==> config.mk <==
export PLATFORM = sky130hd
export DESIGN_NAME = battery_charge_state_machine
export DESIGN_NICKNAME = d
export VERILOG_FILES = /design/src/sv/bcsm_pkg.sv /design/src/sv/battery_charge_state_machine.sv
export SDC_FILE = /design/constraint.sdc
export NUM_CORES = 1
export LEC_CHECK = 0
export BUFFER_PORTS_ARGS = -buffer_cell sky130_fd_sc_hd__buf_2
export CAP_MARGIN = 15
export CORE_MARGIN = 2
export CORE_UTILIZATION = 66
export DETAILED_ROUTE_END_ITERATION = 7
export PLACE_DENSITY_LB_ADDON = 0.3
export SYNTH_ARGS = -nofsm -noshare
export SYNTH_HDL_FRONTEND = slang
export SYNTH_SLANG_ARGS = --single-unit
==> constraint.sdc <==
create_clock -name i_clk -period 33.5 [get_ports i_clk]
set_clock_uncertainty 0.1 [all_clocks]
set_input_delay 1.675 -clock i_clk [delete_from_list [all_inputs] [get_ports i_clk]]
set_output_delay 1.675 -clock i_clk [all_outputs]
set_load 0.01 [all_outputs]
==> src/sv/bcsm_pkg.sv <==
// Package with the shared types and constants of the battery charge state machine.
package bcsm_pkg;

    // Charge mode codes.
    typedef enum logic [1:0] {
        MODE_IDLE = 2'd0,
        MODE_PRE  = 2'd1,
        MODE_CHG  = 2'd2,
        MODE_DIS  = 2'd3
    } t_mode;

    // Wait period codes.
    typedef enum logic [1:0] {
        WAIT_NONE = 2'd0,
        WAIT_T1   = 2'd1,
        WAIT_T2   = 2'd2,
        WAIT_T3   = 2'd3
    } t_wait;

    // Configuration register indexes.
    localparam int CFG_IDX_W = 3;
    localparam logic [CFG_IDX_W-1:0] CFG_START_MIN  = 3'd0;
    localparam logic [CFG_IDX_W-1:0] CFG_START_MAX  = 3'd1;
    localparam logic [CFG_IDX_W-1:0] CFG_CHARGE_MAX = 3'd2;
    localparam logic [CFG_IDX_W-1:0] CFG_DIS_MAX    = 3'd3;
    localparam logic [CFG_IDX_W-1:0] CFG_LOW_SOC    = 3'd4;
    localparam logic [CFG_IDX_W-1:0] CFG_NOTIFY_INT = 3'd5;

    // Register reset values.
    localparam logic signed [8:0] RST_START_MIN  = 9'sd5;
    localparam logic signed [8:0] RST_START_MAX  = 9'sd40;
    localparam logic signed [8:0] RST_CHARGE_MAX = 9'sd60;
    localparam logic signed [8:0] RST_DIS_MAX    = 9'sd70;
    localparam logic [6:0]        RST_LOW_SOC    = 7'd10;
    localparam logic [31:0]       RST_NOTIFY_INT = 32'd60000;

    // Interrupt event bits.
    localparam int EV_AC_GOOD_BIT  = 1;
    localparam int EV_BAT_GOOD_BIT = 3;

    // Smart battery alarm masks.
    localparam logic [15:0] AL_CHG_MASK = 16'hD000;
    localparam logic [15:0] AL_DIS_MASK = 16'h1800;

    // Charger status fault flags.
    localparam logic [7:0] CS_FAULT_MASK = 8'h03;

    // Deci-kelvin offset and divide-by-ten reciprocal (exact for 16-bit values).
    localparam logic signed [16:0] KELVIN_OFFSET_DK = 17'sd2731;
    localparam logic [15:0]        DIV10_RECIP      = 16'd52429;
    localparam int                 DIV10_SHIFT      = 19;

endpackage

==> src/sv/battery_charge_state_machine.sv <==
// Battery charge state machine: one charge decision per poll snapshot item.
//
//  Channel  | Direction | Handshake                      | Payload
//  ---------+-----------+--------------------------------+-------------------------------
//  poll in  | input     | i_in_valid / o_in_ready        | read errors, readings, i_now_ms
//  decision | output    | o_out_valid / i_out_ready      | mode, charger, off, notice, wait
//  config   | input     | i_cfg_wr_en (no wait)          | i_cfg_index, i_cfg_data
//
// One item per cycle sustained while the result is taken; an item waits in the input
// register and then leaves through the result register.
// The decision logic (divide by ten through one 16x16 multiply, compares, the mode
// update) sits between the two registers and reads the mode held for the prior item.
// Reset is synchronous, active low; it returns the mode to idle, clears the charger
// enable, the notice time and both valid bits, and loads the register defaults.
// A stalled result holds the input register; a new item is still taken whenever
// the input register empties into the result register in the same cycle.
module battery_charge_state_machine
    import bcsm_pkg::*;
(
    input  logic                 i_clk,
    input  logic                 i_rst_n,
    // Configuration port
    input  logic                 i_cfg_wr_en,
    input  logic [CFG_IDX_W-1:0] i_cfg_index,
    input  logic [31:0]          i_cfg_data,
    // Poll input channel
    input  logic                 i_in_valid,
    output logic                 o_in_ready,
    input  logic                 i_irq_read_error,
    input  logic [15:0]          i_irq_event,
    input  logic                 i_batt_status_error,
    input  logic [15:0]          i_batt_alarm_word,
    input  logic                 i_temp_error,
    input  logic [15:0]          i_temp_decikelvin,
    input  logic                 i_chg_status_error,
    input  logic [7:0]           i_chg_status,
    input  logic                 i_soc_error,
    input  logic [6:0]           i_soc_percent,
    input  logic [31:0]          i_now_ms,
    // Decision output channel
    output logic                 o_out_valid,
    input  logic                 i_out_ready,
    output logic [1:0]           o_next_mode,
    output logic                 o_charger_on,
    output logic                 o_power_off,
    output logic                 o_battery_low_notice,
    output logic [1:0]           o_wait_select
);

    // Configuration registers
    logic signed [8:0] r_start_min;
    logic signed [8:0] r_start_max;
    logic signed [8:0] r_charge_max;
    logic signed [8:0] r_dis_max;
    logic [6:0]        r_low_soc;
    logic [31:0]       r_notify_int;

    // Input register
    logic        r_s1_valid;
    logic        r_irq_err;
    logic [15:0] r_irq_event;
    logic        r_bst_err;
    logic [15:0] r_alarm;
    logic        r_temp_err;
    logic [15:0] r_temp_dk;
    logic        r_cs_err;
    logic [7:0]  r_cs;
    logic        r_soc_err;
    logic [6:0]  r_soc;
    logic [31:0] r_now;

    // Block state
    t_mode       r_mode;
    t_mode       n_mode;
    logic        r_chg_en;
    logic        n_chg_en;
    logic [31:0] r_last_notice;
    logic [31:0] n_last_notice;

    // Result register
    logic        r_out_valid;
    t_mode       r_out_mode;
    logic        r_out_chg_en;
    logic        r_out_off;
    logic        r_out_notice;
    t_wait       r_out_wait;

    // Decision signals
    logic               s1_move;
    logic               ac;
    logic signed [16:0] t_diff;
    logic               t_neg;
    logic [15:0]        t_mag;
    logic [31:0]        t_prod;
    logic [12:0]        t_quot;
    logic signed [13:0] tc;
    logic               temp_start_ok;
    logic               temp_charge_ok;
    logic               temp_dis_hot;
    logic               chg_alarm;
    logic               dis_alarm;
    logic               cs_fault;
    logic               soc_low;
    logic               notice_due;
    logic               n_off;
    logic               n_notice;
    t_wait              n_wait;

    // Handshake: the input register empties whenever the result register can take it.
    assign s1_move    = r_s1_valid && (!r_out_valid || i_out_ready);
    assign o_in_ready = !r_s1_valid || s1_move;

    // Configuration writes
    always_ff @(posedge i_clk) begin
        if (!i_rst_n) begin
            r_start_min  <= RST_START_MIN;
            r_start_max  <= RST_START_MAX;
            r_charge_max <= RST_CHARGE_MAX;
            r_dis_max    <= RST_DIS_MAX;
            r_low_soc    <= RST_LOW_SOC;
            r_notify_int <= RST_NOTIFY_INT;
        end else if (i_cfg_wr_en) begin
            unique case (i_cfg_index)
                CFG_START_MIN:  r_start_min  <= $signed(i_cfg_data[8:0]);
                CFG_START_MAX:  r_start_max  <= $signed(i_cfg_data[8:0]);
                CFG_CHARGE_MAX: r_charge_max <= $signed(i_cfg_data[8:0]);
                CFG_DIS_MAX:    r_dis_max    <= $signed(i_cfg_data[8:0]);
                CFG_LOW_SOC:    r_low_soc    <= i_cfg_data[6:0];
                CFG_NOTIFY_INT: r_notify_int <= i_cfg_data;
                default: ;
            endcase
        end
    end

    // Input register valid bit
    always_ff @(posedge i_clk) begin
        if (!i_rst_n) begin
            r_s1_valid <= 1'b0;
        end else if (o_in_ready) begin
            r_s1_valid <= i_in_valid;
        end
    end

    // Input register payload
    always_ff @(posedge i_clk) begin
        if (i_in_valid && o_in_ready) begin
            r_irq_err   <= i_irq_read_error;
            r_irq_event <= i_irq_event;
            r_bst_err   <= i_batt_status_error;
            r_alarm     <= i_batt_alarm_word;
            r_temp_err  <= i_temp_error;
            r_temp_dk   <= i_temp_decikelvin;
            r_cs_err    <= i_chg_status_error;
            r_cs        <= i_chg_status;
            r_soc_err   <= i_soc_error;
            r_soc       <= i_soc_percent;
            r_now       <= i_now_ms;
        end
    end

    // Celsius conversion, truncating toward zero: divide the magnitude, then restore sign.
    always_comb begin
        t_diff = $signed({1'b0, r_temp_dk}) - KELVIN_OFFSET_DK;
        t_neg  = t_diff[16];
        t_mag  = t_neg ? 16'(-t_diff) : t_diff[15:0];
        t_prod = t_mag * DIV10_RECIP;
        t_quot = t_prod[DIV10_SHIFT+12:DIV10_SHIFT];
        tc     = t_neg ? -$signed({1'b0, t_quot}) : $signed({1'b0, t_quot});
    end

    // Condition terms shared by the mode arms
    always_comb begin
        if (r_irq_err) begin
            ac = 1'b0;
        end else if (r_irq_event[EV_AC_GOOD_BIT] && r_irq_event[EV_BAT_GOOD_BIT]) begin
            ac = 1'b1;
        end else begin
            ac = r_bst_err;
        end
        temp_start_ok  = (tc > 14'(r_start_min)) && (tc < 14'(r_start_max));
        temp_charge_ok = (tc > 14'(r_start_min)) && (tc < 14'(r_charge_max));
        temp_dis_hot   = !(tc < 14'(r_dis_max));
        chg_alarm      = |(r_alarm & AL_CHG_MASK);
        dis_alarm      = |(r_alarm & AL_DIS_MASK);
        cs_fault       = |(r_cs & CS_FAULT_MASK);
        soc_low        = !r_soc_err && (r_soc < r_low_soc);
        notice_due     = (r_now - r_last_notice) > r_notify_int;
    end

    // Next mode, charger level and result flags
    always_comb begin
        n_mode        = MODE_IDLE;
        n_chg_en      = r_chg_en;
        n_last_notice = r_last_notice;
        n_off         = 1'b0;
        n_notice      = 1'b0;
        n_wait        = WAIT_NONE;
        unique case (r_mode)
            MODE_IDLE: begin
                n_chg_en = 1'b0;
                priority if (!ac) begin
                    n_mode = MODE_DIS;
                end else if (r_temp_err) begin
                    n_mode = MODE_PRE;
                end else if (!temp_start_ok || r_bst_err || chg_alarm) begin
                    n_wait = WAIT_T1;
                end else begin
                    n_chg_en = 1'b1;
                    n_mode   = MODE_CHG;
                end
            end
            MODE_PRE: begin
                if (!ac) begin
                    n_wait = WAIT_T1;
                end else begin
                    n_chg_en = 1'b1;
                    if (!r_temp_err) begin
                        n_mode = MODE_CHG;
                    end else begin
                        n_mode = MODE_PRE;
                        n_wait = WAIT_T1;
                    end
                end
            end
            MODE_CHG: begin
                if (ac && !r_temp_err && temp_charge_ok && !r_bst_err && !chg_alarm
                        && !r_cs_err && !cs_fault) begin
                    n_mode = MODE_CHG;
                    n_wait = WAIT_T2;
                end
            end
            MODE_DIS: begin
                priority if (ac) begin
                    n_mode = MODE_IDLE;
                end else if ((!r_temp_err && temp_dis_hot) || r_bst_err || dis_alarm) begin
                    n_off = 1'b1;
                end else if (soc_low) begin
                    n_mode = MODE_DIS;
                    if (notice_due) begin
                        n_notice      = 1'b1;
                        n_last_notice = r_now;
                    end
                end else begin
                    n_mode = MODE_DIS;
                    n_wait = WAIT_T3;
                end
            end
            default: ;
        endcase
    end

    // State register: advances once per item
    always_ff @(posedge i_clk) begin
        if (!i_rst_n) begin
            r_mode        <= MODE_IDLE;
            r_chg_en      <= 1'b0;
            r_last_notice <= '0;
        end else if (s1_move) begin
            r_mode        <= n_mode;
            r_chg_en      <= n_chg_en;
            r_last_notice <= n_last_notice;
        end
    end

    // Result register valid bit
    always_ff @(posedge i_clk) begin
        if (!i_rst_n) begin
            r_out_valid <= 1'b0;
        end else if (!r_out_valid || i_out_ready) begin
            r_out_valid <= r_s1_valid;
        end
    end

    // Result register payload
    always_ff @(posedge i_clk) begin
        if (s1_move) begin
            r_out_mode   <= n_mode;
            r_out_chg_en <= n_chg_en;
            r_out_off    <= n_off;
            r_out_notice <= n_notice;
            r_out_wait   <= n_wait;
        end
    end

    assign o_out_valid          = r_out_valid;
    assign o_next_mode          = r_out_mode;
    assign o_charger_on         = r_out_chg_en;
    assign o_power_off          = r_out_off;
    assign o_battery_low_notice = r_out_notice;
    assign o_wait_select        = r_out_wait;

    // The mode only changes when an item passes through the decision logic.
    a_mode_holds: assert property (@(posedge i_clk) disable iff (!i_rst_n)
        !s1_move |=> $stable(r_mode))
        else $error("charge mode changed without an item");

    // Charging is only ever reached with the charger enabled.
    a_chg_enabled: assert property (@(posedge i_clk) disable iff (!i_rst_n)
        o_out_valid && (o_next_mode == MODE_CHG) |-> o_charger_on)
        else $error("charging result without charger enable");

    // A power-off request always returns the mode to idle.
    a_off_idle: assert property (@(posedge i_clk) disable iff (!i_rst_n)
        o_out_valid && o_power_off |-> (o_next_mode == MODE_IDLE) && !o_battery_low_notice)
        else $error("system off with a mode other than idle");

    // A low-battery notice only comes while discharging, with no wait.
    a_notice_dis: assert property (@(posedge i_clk) disable iff (!i_rst_n)
        o_out_valid && o_battery_low_notice |->
            (o_next_mode == MODE_DIS) && (o_wait_select == WAIT_NONE))
        else $error("notice outside discharging");

    // A notice records the item time as the last notice time.
    a_notice_time: assert property (@(posedge i_clk) disable iff (!i_rst_n)
        s1_move && n_notice |=> r_last_notice == $past(r_now))
        else $error("notice time not recorded");

endmodule

==> metrics.txt <==
fmax 72.8 MHz; most common cell after layout, fill and taps aside inv_1; worst endpoint required time 33.75 ns; Setup crit end kind flip-flop; Tmin final 13.74 ns; Clock Sinks 187; cell taking the most area after synthesis ha_1; count of pins over their slew limit 0; syn nets 2,254; FILL cells 1,827; DRC Markers 0; metal3 WL 1.65 mm; synth top area cells ha_1 20%, edfxtp_1 14%, dfxtp_1 14%; hold path start r_low_soc[4]; flops & latches, synth 187; area of the multi-input gates between 0.01 and 0.015 sq mm; EDFF count, synth between 70 and 80; DRT iter0 DRCs a little over 700; R2R Path Start r_temp_dk[0]; Die ar. 0.0256 sq mm; die height roughly 160 microns; Max stage delay cell, worst path o2111a_2; Met1 Wirelength 15.3 mm; initial antenna violation count 0; per-cell routed wire length 16.5 microns; TritonCTS clock tree yes; Arr. time, crit path 13.99 ns; Setup Buffers After CTS 0; Critical Path Source Type flip-flop; cts bufs inserted 17; GRT Util Overall 29.6%; RR Endpoint r_last_notice[19]; Final setup viols 0; total grt overflow 0; slowest cell delay on critical path ~0.9 ns; Placer Congestion 0.912; Synth Instances 1,782; Hold Path Depth 2; vias in the first global route 13,100; cell area after synthesis 0.0161 sq mm; global-route wire length before repair between 60 and 70 mm; most frequent cells in the layout 277 x inv_1, 257 x ha_1, 232 x nand2_1; min-delay worst type reg2reg; NumNets Final 2,354; CTS root buf clkbuf_16; post-cts resize count 0; number of diodes 0; # Max-Cap Violations 0; register area share after synthesis 28.0%; area grow syn2layout 8.88%; Synth Flop Type dfxtp_1; FP Rows 57; R2R cell count 43; RSZ-0062 raised after global routing no; Initial Utilization roughly two thirds; Via density ~5.8; post-synthesis average cell area approximately 9 sq um; Port Buf Inserts about 120; uppermost routed layer met4; Tcrit/Tclk final ~41%; final wirelength 36.6 mm; status finished clean; critical path class reg2reg; Post-DRT Antenna Nets 0; largest net degree at the start of global routing 88; setup TNS 0 ns; Pre-antenna DRT Iters 6; Hold EP r_low_soc[4]; worst-margin pin slew approximately 1.1 ns; Longest Clk Path Bufs 2; Syn. warnings 0; clock slew at reported path FFs around 0.080 ns; Clock Latency Late Sink 0.43 ns; metal2 WL 18.4 mm; Core ar. 0.0241 sq mm; hold buffer count at cts 0; synth unique cells 82; layout cells sized above 1 9.55%; Synth top area share 20.0%; FFs w/ async S/R, synth 0%; peak fanout along the critical path 32; register area 0.00449 sq mm; vias 12,800; final hold viol count 0; slew margin rel. 24.0%; I/O Pins about 150; Die X 160 microns; HPWL after DPL 29.0 mm; H-tree Lvls 4; reg2reg setup slack 19.76 ns
[worst max-delay path by stage]
stage / start / to / cells after the start
after CTS: r_temp_dk[0] / r_last_notice[19] / 43
after global routing: r_temp_dk[0] / r_last_notice[19] / 43
after global placement: r_temp_dk[0] / r_last_notice[29] / 42
final: r_temp_dk[0] / r_last_notice[19] / 43
after floorplan: r_temp_dk[0] / r_last_notice[10] / 46
after detailed placement: r_temp_dk[0] / r_last_notice[13] / 43
[worst max-delay path: cells and delay by family (launching register included)]
kind	cells	cell delay, ns
buf+inv	5	0.38
compound gates	12	3.55
simple gates	13	3.47
flops	1	0.49
mux	1	0.29
xor+xnor	2	1.08
fa+ha+maj	10	4.25
[sequential cells by signal, summed over array words and instances (netlist names), 2 cells and up]
register	count
r_start_min	9
r_notify_int	32
r_alarm	4
o_wait_select	2
r_last_notice	32
r_soc	7
r_charge_max	9
r_start_max	9
r_irq_event	2
r_temp_dk	16
r_cs	2
r_mode	2
r_low_soc	7
o_next_mode	2
r_dis_max	9
r_now	32
[area by class of cell]
| cell class | instances | area share [%] |
|---|---|---|
| multi-input combinational | 1278 | 59.0 |
| clock buffer | 17 | 2.43 |
| tap | 324 | 2.32 |
| sequential | 187 | 25.7 |
| timing repair buffer | 120 | 3.49 |
| clock inverter | 15 | 1.09 |
| inverter | 278 | 5.96 |
[synth_stat cells, types with 4 or more instances]
| cell | instances |
|---|---|
| inv_1 | 278 |
| ha_1 | 257 |
| nand2_1 | 232 |
| a21oi_1 | 135 |
| dfxtp_1 | 112 |
| edfxtp_1 | 75 |
| fa_1 | 75 |
| nor2_1 | 75 |
| xnor2_1 | 57 |
| a21o_1 | 53 |
| o21ai_0 | 41 |
| mux2i_1 | 34 |
| clkbuf_1 | 28 |
| o211ai_1 | 25 |
| xor2_1 | 25 |
| nor2b_1 | 24 |
| nand4_1 | 22 |
| nor3_1 | 22 |
| nand3_1 | 21 |
| nand2b_1 | 20 |
| o21a_1 | 17 |
| a31oi_1 | 12 |
| and2_1 | 12 |
| and3_1 | 11 |
| or3_1 | 10 |
| a211oi_1 | 8 |
| o31ai_1 | 7 |
| o21bai_1 | 6 |
| or2_2 | 6 |
| a21boi_0 | 4 |
| or4_1 | 4 |
[cells by family after synthesis]
family          count (synthesis)  share of synthesized area (%)
simple gates                  480                           14.1
compound gates                349                           14.2
fa+ha+maj                     332                           29.4
buf+inv                       317                           7.79
flops                         187                           28.0
xor+xnor                       82                           4.47
mux                            35                           2.19
[per-layer routing]
metal | up-vias | GRT usage [%]
met2 | 363 | 53.3
met5 | - | 0
met4 | 0 | 10.9
met3 | 83 | 3.87
met1 | 6097 | 36.3
li1 | 6274 | -
[per-stage QoR]
stage               util, %  area, sq um  std cells  setup WS [ns]  hold WS, ns
floorplan                 -        16100       1782          22.37        0.333
global placement       70.0        16900       2187          20.27        0.342
detailed placement     70.0        16900       2187          19.95        0.348
CTS                    72.6        17500       2219          19.86        0.358
global route           72.6        17500       2219          18.93        0.375
finish                 72.6        17500       2219          19.76        0.357
Power is left out: the tool's default activity adds up to more than one toggle a clock period on the data nets, which glitch-free logic cannot reach.
